`config.mk`:
```
export PLATFORM = sky130hd
export DESIGN_NAME = cxs_div
export DESIGN_NICKNAME = d
export VERILOG_FILES = /design/src/assert_macros.svh /design/src/cxs_div.sv
export SDC_FILE = /design/constraint.sdc
export NUM_CORES = 2
export LEC_CHECK = 0
export BUFFER_PORTS_ARGS = -buffer_cell sky130_fd_sc_hd__buf_2
export CORE_ASPECT_RATIO = 0.6
export CORE_MARGIN = 2
export CORE_UTILIZATION = 60
export DETAILED_ROUTE_END_ITERATION = 10
export PLACE_DENSITY = 0.88
export REMOVE_ABC_BUFFERS = 1
export SYNTH_ARGS = -nofsm -noshare
export SYNTH_HDL_FRONTEND = slang
export SYNTH_SLANG_ARGS = --single-unit
export TNS_END_PERCENT = 50
```
`constraint.sdc`:
```
create_clock -name clk -period 3.97 [get_ports clk]
set_input_delay 0.794 -clock clk [delete_from_list [all_inputs] [get_ports clk]]
set_output_delay 0.794 -clock clk [all_outputs]
set_load 0.03 [all_outputs]
```
`src/assert_macros.svh`:
```
// ----------------------------------------------------------------------------
// assert_macros.svh
// shared concurrent assertion macros, sampled on clk and off during reset
// ----------------------------------------------------------------------------
`ifndef ASSERT_MACROS_SVH
`define ASSERT_MACROS_SVH

// property must hold at every rising clk edge outside reset
`define ASSERT_CLK(label, prop, msg) \
  label: assert property (@(posedge clk) disable iff (!rst_n) prop) \
    else $error(msg);

// condition must never be seen at a rising clk edge outside reset
`define ASSERT_NEVER(label, cond, msg) \
  `ASSERT_CLK(label, !(cond), msg)

`endif

```
`src/cxs_div.sv`:
```
// ----------------------------------------------------------------------------
// cxs_div
// pipelined restoring divider, one quotient bit per stage, floor(num / den)
// ----------------------------------------------------------------------------
`timescale 1ns / 1ps

module cxs_div #(
  parameter int NUM_W = 36,
  parameter int DEN_W = 16,
  parameter int Q_W   = 36
) (
  input  logic             clk,
  input  logic             en,
  input  logic [NUM_W-1:0] num_i,
  input  logic [DEN_W-1:0] den_i,
  output logic [Q_W-1:0]   quo_o
);

  localparam int CW = (NUM_W > DEN_W + Q_W) ? NUM_W : DEN_W + Q_W;

  logic [NUM_W-1:0] rem_r   [Q_W-1];
  logic [DEN_W-1:0] den_r   [Q_W-1];
  logic [Q_W-1:0]   quo_r   [Q_W];
  logic [NUM_W-1:0] rem_in  [Q_W];
  logic [DEN_W-1:0] den_in  [Q_W];
  logic [Q_W-1:0]   quo_in  [Q_W];
  logic [CW-1:0]    dsh     [Q_W];
  logic [NUM_W-1:0] rem_nxt [Q_W];
  logic [Q_W-1:0]   quo_nxt [Q_W];
  logic [Q_W-1:0]   take;

  // stage inputs: first stage from the ports, the rest from the stage before
  always_comb begin
    rem_in[0] = num_i;
    den_in[0] = den_i;
    quo_in[0] = '0;
    for (int j = 1; j < Q_W; j++) begin
      rem_in[j] = rem_r[j-1];
      den_in[j] = den_r[j-1];
      quo_in[j] = quo_r[j-1];
    end
  end

  // one trial subtract per stage, msb first
  always_comb begin
    for (int j = 0; j < Q_W; j++) begin
      dsh[j]     = CW'(den_in[j]) << (Q_W - 1 - j);
      take[j]    = CW'(rem_in[j]) >= dsh[j];
      rem_nxt[j] = take[j] ? NUM_W'(CW'(rem_in[j]) - dsh[j]) : rem_in[j];
      quo_nxt[j] = quo_in[j] | (Q_W'(take[j]) << (Q_W - 1 - j));
    end
  end

  // stage registers
  always_ff @(posedge clk) begin
    if (en) begin
      for (int j = 0; j < Q_W - 1; j++) begin
        rem_r[j] <= rem_nxt[j];
        den_r[j] <= den_in[j];
      end
      for (int j = 0; j < Q_W; j++) begin
        quo_r[j] <= quo_nxt[j];
      end
    end
  end

  assign quo_o = quo_r[Q_W-1];

endmodule

```
# After elaboration in Yosys (flattened, before gate mapping)

Memories as Yosys holds them, arrays and structs flattened.
Cells that the tools add are included.

Memories: 3
Bits in registers: 0
RAM bits: 3,116
Input bits: 54
Logic and storage cells: 146
Output and inout bits: 36

Bitwise gates (word level): 35
Magnitude comparators: 36
Add/subtract/negate cells: 35
Muxes and demuxes: 37

Memory list:

| memory | depth | width | read ports | clocked after Yosys merged registers in | wr ports | RTL line      | RTL |
|---|---|---|---|---|---|---|---|
| quo_r  | 36    | 36    | 36         | 0                                       | 36       | cxs_div.sv:23 | `logic [Q_W-1:0] quo_r [Q_W];` |
| rem_r  | 35    | 36    | 35         | 0                                       | 35       | cxs_div.sv:21 | `logic [NUM_W-1:0] rem_r [Q_W-1];` |
| den_r  | 35    | 16    | 35         | 0                                       | 35       | cxs_div.sv:22 | `logic [DEN_W-1:0] den_r [Q_W-1];` |

Operators by type and width:

| operator         | count |
|---|---|
| $mux W36         | 35 |
| $sub A36 B36 Y36 | 16 |
| $ge A36 B51 Y1   | 1 |
| $ge A36 B50 Y1   | 1 |
| $ge A36 B49 Y1   | 1 |
| $ge A36 B48 Y1   | 1 |
| $ge A36 B47 Y1   | 1 |
| $ge A36 B46 Y1   | 1 |
| $ge A36 B45 Y1   | 1 |
| $ge A36 B44 Y1   | 1 |
| $ge A36 B43 Y1   | 1 |
| $ge A36 B42 Y1   | 1 |
| $ge A36 B41 Y1   | 1 |
| $ge A36 B40 Y1   | 1 |
| $ge A36 B39 Y1   | 1 |
| $ge A36 B38 Y1   | 1 |
| $ge A36 B37 Y1   | 1 |
| $ge A36 B16 Y1   | 1 |
| $ge A36 B17 Y1   | 1 |
| $ge A36 B18 Y1   | 1 |
| $ge A36 B19 Y1   | 1 |
| $ge A36 B20 Y1   | 1 |
| $ge A36 B21 Y1   | 1 |
| $ge A36 B22 Y1   | 1 |
| 69 further kinds | 70 |

# Logic depth before layout (Yosys ltp)

An unclocked memory read counts as a cell.

Word-level depth: 3
Depth in mapped cells: 13
Gate-level depth less buffers: 12

# Worst setup path before layout

Ideal clock, no wire load.

Kind: register -> register
From: memory den_r[12][0]
To: memory rem_r[13][35], data pin
Path buffers: 2
Cell stages (with the launch flop): 12
Period minus slack after synthesis: 3,311 ps
Slack: 659 ps
Setup time: 274 ps
Data required time: 3,696 ps
Arrival: 3,037 ps
Cells stage by stage: edfxtp_1 -> ha_1 -> fa_1 -> nor2b_1 -> o31a_1 -> o2111ai_1 -> a31oi_1 -> o31ai_1 -> a211oi_1 -> clkbuf_1 -> buf_1 -> a31oi_1

RTL lines:

| element         | RTL line |
|---|---|
| start, declared | cxs_div.sv:22 |
| end, declared   | cxs_div.sv:21 |

==> flow_summary_export.csv <==
group,metric,value,unit
outcome,status,"finished, final reports clean",
drt,drc,0,
pwr,p_sw,22000,uW
critical_path,critPathArrivalTime,4.39,ns
global_routing,grt_max_degree,134,
placed_design,place.gp.congestion,0.998,
floorplanning,die-area,182000,um2
clocking,cts_tree,"built",
global_routing,grt_pass1_wl,362000,um
timing,setup_viol,0,
floorplanning,io_pins,90,
critical_path,reg2reg_from,"rem_r[32][2]",
drt,routed_wl,236000,um
flow_run,maxCapViolCount,0,
critical_path,cp-end-kind,"register",
timing,finClkSkew,0.0745,ns
clocking,cts_num_sinks,2486,
synthesis,netlist_area,107000,um2
floorplanning,start_util,60.2,%
timing,slew-limit-headroom,16.4,%
global_routing,antenna_found_initial,12,
finish,mostFrequentLayoutCells,"edfxtp_1 (2486), inv_1 (598), nor2_1 (461), ha_1 (456), a21oi_1 (390)",
min_path,whs_endpoint,"rem_r[0][20]",
synthesis,synthDominantCellAreaShare,69.7,%
drt,post_drt_wl_per_cell,22.8,um
placed_design,dpl_cell_area,112000,um2
placed_design,dp_hpwl,167000,um
critical_path,ff2ff_path_depth,12,
synthesis,yosys_warnings,0,
critical_path,required,4.54,ns
clocking,ctsHoldBuffers,0,
synthesis,syn_inst,7417,
finish,final_cell_count_no_fill,10300,
clocking,root_buffer,"clkbuf_16",
finish,nets,8327,
pwr,p_leak,0.0437,uW
clocking,cts_inserted_buffers,219,
drt,num_vias,64200,
drt,firstDrtPassIters,8,
timing,period_share,96.2,%
finish,final_common_cell,"edfxtp_1",
placed_design,dp.cells,9941,
pwr,powerDensity,622,nW/um2
clocking,clk_latency,0.89,ns
critical_path,crit_type,"reg -> reg",
drt,routed_via_density,6.22,
finish,final_util,66.7,%
timing,slew_violations,0,
synthesis,synthArstFlopShare,0,%
clocking,cts-htree-levels,4,
floorplanning,rows,120,
clocking,cts_max_path_buffers,4,
critical_path,startpoint_type,"register",
synthesis,synth-main-ff-cell,"edfxtp_1",
pwr,vdd_drop_max,0.490,mV
drt,ant_nets,0,
synthesis,synth-seq-area-share,69.7,%
floorplanning,fp.dieW,549,um
timing,post-route-min-period,3.82,ns
synthesis,synth_cell_types,91,
timing,hold_viol,0,
pwr,power_frac_comb,23.3,%
timing,rsz0062_at_grt,"no",
floorplanning,core-area,178000,um2
min_path,min_path_type,"in -> reg",
min_path,hp-start,"num_i[20]",
pwr,seq_power_share,48.4,%
critical_path,reg2reg_slack,0.15,ns
global_routing,grt_util_all_layers,25.6,%
finish,design_area,119000,um2
pwr,p_int,51700,uW
critical_path,cp_max_fo,12,
min_path,min_path_cells,1,
synthesis,synth_area_leaders,"edfxtp_1 (70%), ha_1 (5.3%), xnor2_1 (2.4%)",
drt,drtIter0Drc,9253,
global_routing,grt_pass1_vias,61500,
finish,layout-drive-gt1-share,9.52,%
synthesis,synth-seq-cells,2486,
pwr,p_clk_share,28.3,%
timing,fmaxAchievable,0.262,GHz
pwr,power,73800,uW
synthesis,synth_top_area_cell,"edfxtp_1",
clocking,clk_pin_slew,0.07,ns
synthesis,synth_enable_flop_cells,2486,
global_routing,grt.overflow.total,0,
critical_path,r2r-end,"rem_r[33][23]",
timing,worst_pin_slew,1.25,ns
pwr,p_sw_share,29.9,%
placed_design,io_buffers,89,
synthesis,syn_area_per_cell,14.4,um2
floorplanning,dieHeight,331,um
finish,syn_to_final_growth,10.8,%
cell families (layout without fill, tap and decap cells):
group | Yosys count | after routing | share of synthesized area, %
flops | 2486 | 2486 | 69.7
simple gates | 1839 | 1839 | 8.85
compound gates | 1250 | 1250 | 7.29
buf+inv | 693 | 1226 | 2.43
fa+ha+maj | 490 | 490 | 5.96
xor+xnor | 486 | 486 | 3.97
mux | 173 | 173 | 1.79
other cells | 0 | 1 | 0
layer usage:
layer | part of all wire, % | GRT usage [%] | vias to the layer above
li1 | - | - | 28800
met3 | 13 | 6.91 | 364
met1 | 45 | 41.6 | 31600
met5 | 0.011 | 0 | -
met4 | 1.6 | 4.69 | 4
met2 | 41 | 34.6 | 3482
worst max path at each step:
stage,end,depth (start not counted),from
global route,rem_r[33][21],12,rem_r[32][2]
CTS,rem_r[33][21],9,den_r[32][9]
detailed placement,rem_r[33][21],9,den_r[32][9]
finish,rem_r[33][23],12,rem_r[32][2]
floorplan,rem_r[24][31],10,den_r[23][1]
global placement,rem_r[33][23],9,den_r[32][9]
stage by stage:
stage | setup TNS (ns) | setup slack, ns | hold slack [ns]
global placement | 0 | 0.295 | 0.400
global route | 0 | 0.0239 | 0.0882
CTS | 0 | 0.196 | 0.0665
detailed placement | 0 | 0.235 | 0.405
floorplan | -0.135 | -0.103 | 0.400
finish | 0 | 0.150 | 0.103
area by class of cell:
type                    instances  area [um2]
fillers                     11700       59300
well taps                    2379        2980
multi-input cells            4238       29900
flip-flops and latches       2486       74700
inverters                     601        2260
clock buffers                 253        5630
clock inverters               135        1270
repair buffers                237        1950
diodes                          1        2.50
cells in the mapped netlist (45+ instances only):
master and number:
edfxtp_1 2486, inv_1 598, nor2_1 462, ha_1 456, a21oi_1 392, nand2_1 375, o21ai_0 321, xnor2_1 289
xor2_1 197, nor4_1 194, mux2_2 147, nor3_1 145, a21o_1 123, nand3_1 113, nand4_1 94, nor2b_1 87
clkbuf_1 79, o21a_1 78, nand2b_1 75, or3_1 52, or4_1 45
worst max-delay path: stages (launching register included):
cell and delay (ns):
edfxtp_1 0.39, inv_1 0.07, ha_1 0.17, inv_1 0.06, fa_1 0.39, a21o_1 0.19
a21oi_1 0.37, o21ai_0 0.28, a21oi_1 0.56, a21oi_4 0.25, nand3_1 0.26, nor3_1 0.08
xor2_1 0.47
repair_timing:
action | 4_1_cts | 5_1_grt
gates resized for setup | 0 | 2
buffers inserted | 0 | 0
endpoints found under the hold margin | 0 | 0
endpoints found under the setup margin | 0 | 3
power groups by stage:
stage               Combinational [uW]  Clock [uW]  Sequential, uW
detailed placement               16300           0           36100
finish                           17200       20900           35700
global placement                 15700           0           36000
CTS                              16600       21200           35600
global route                     18700       22200           36000
floorplan                        11700           0           35000
state kept, by name, indices dropped and copies added, names as in the netlist:
name,flops
rem_r,1260
quo_r,666
den_r,560
Power figures use the tool's default switching activity.
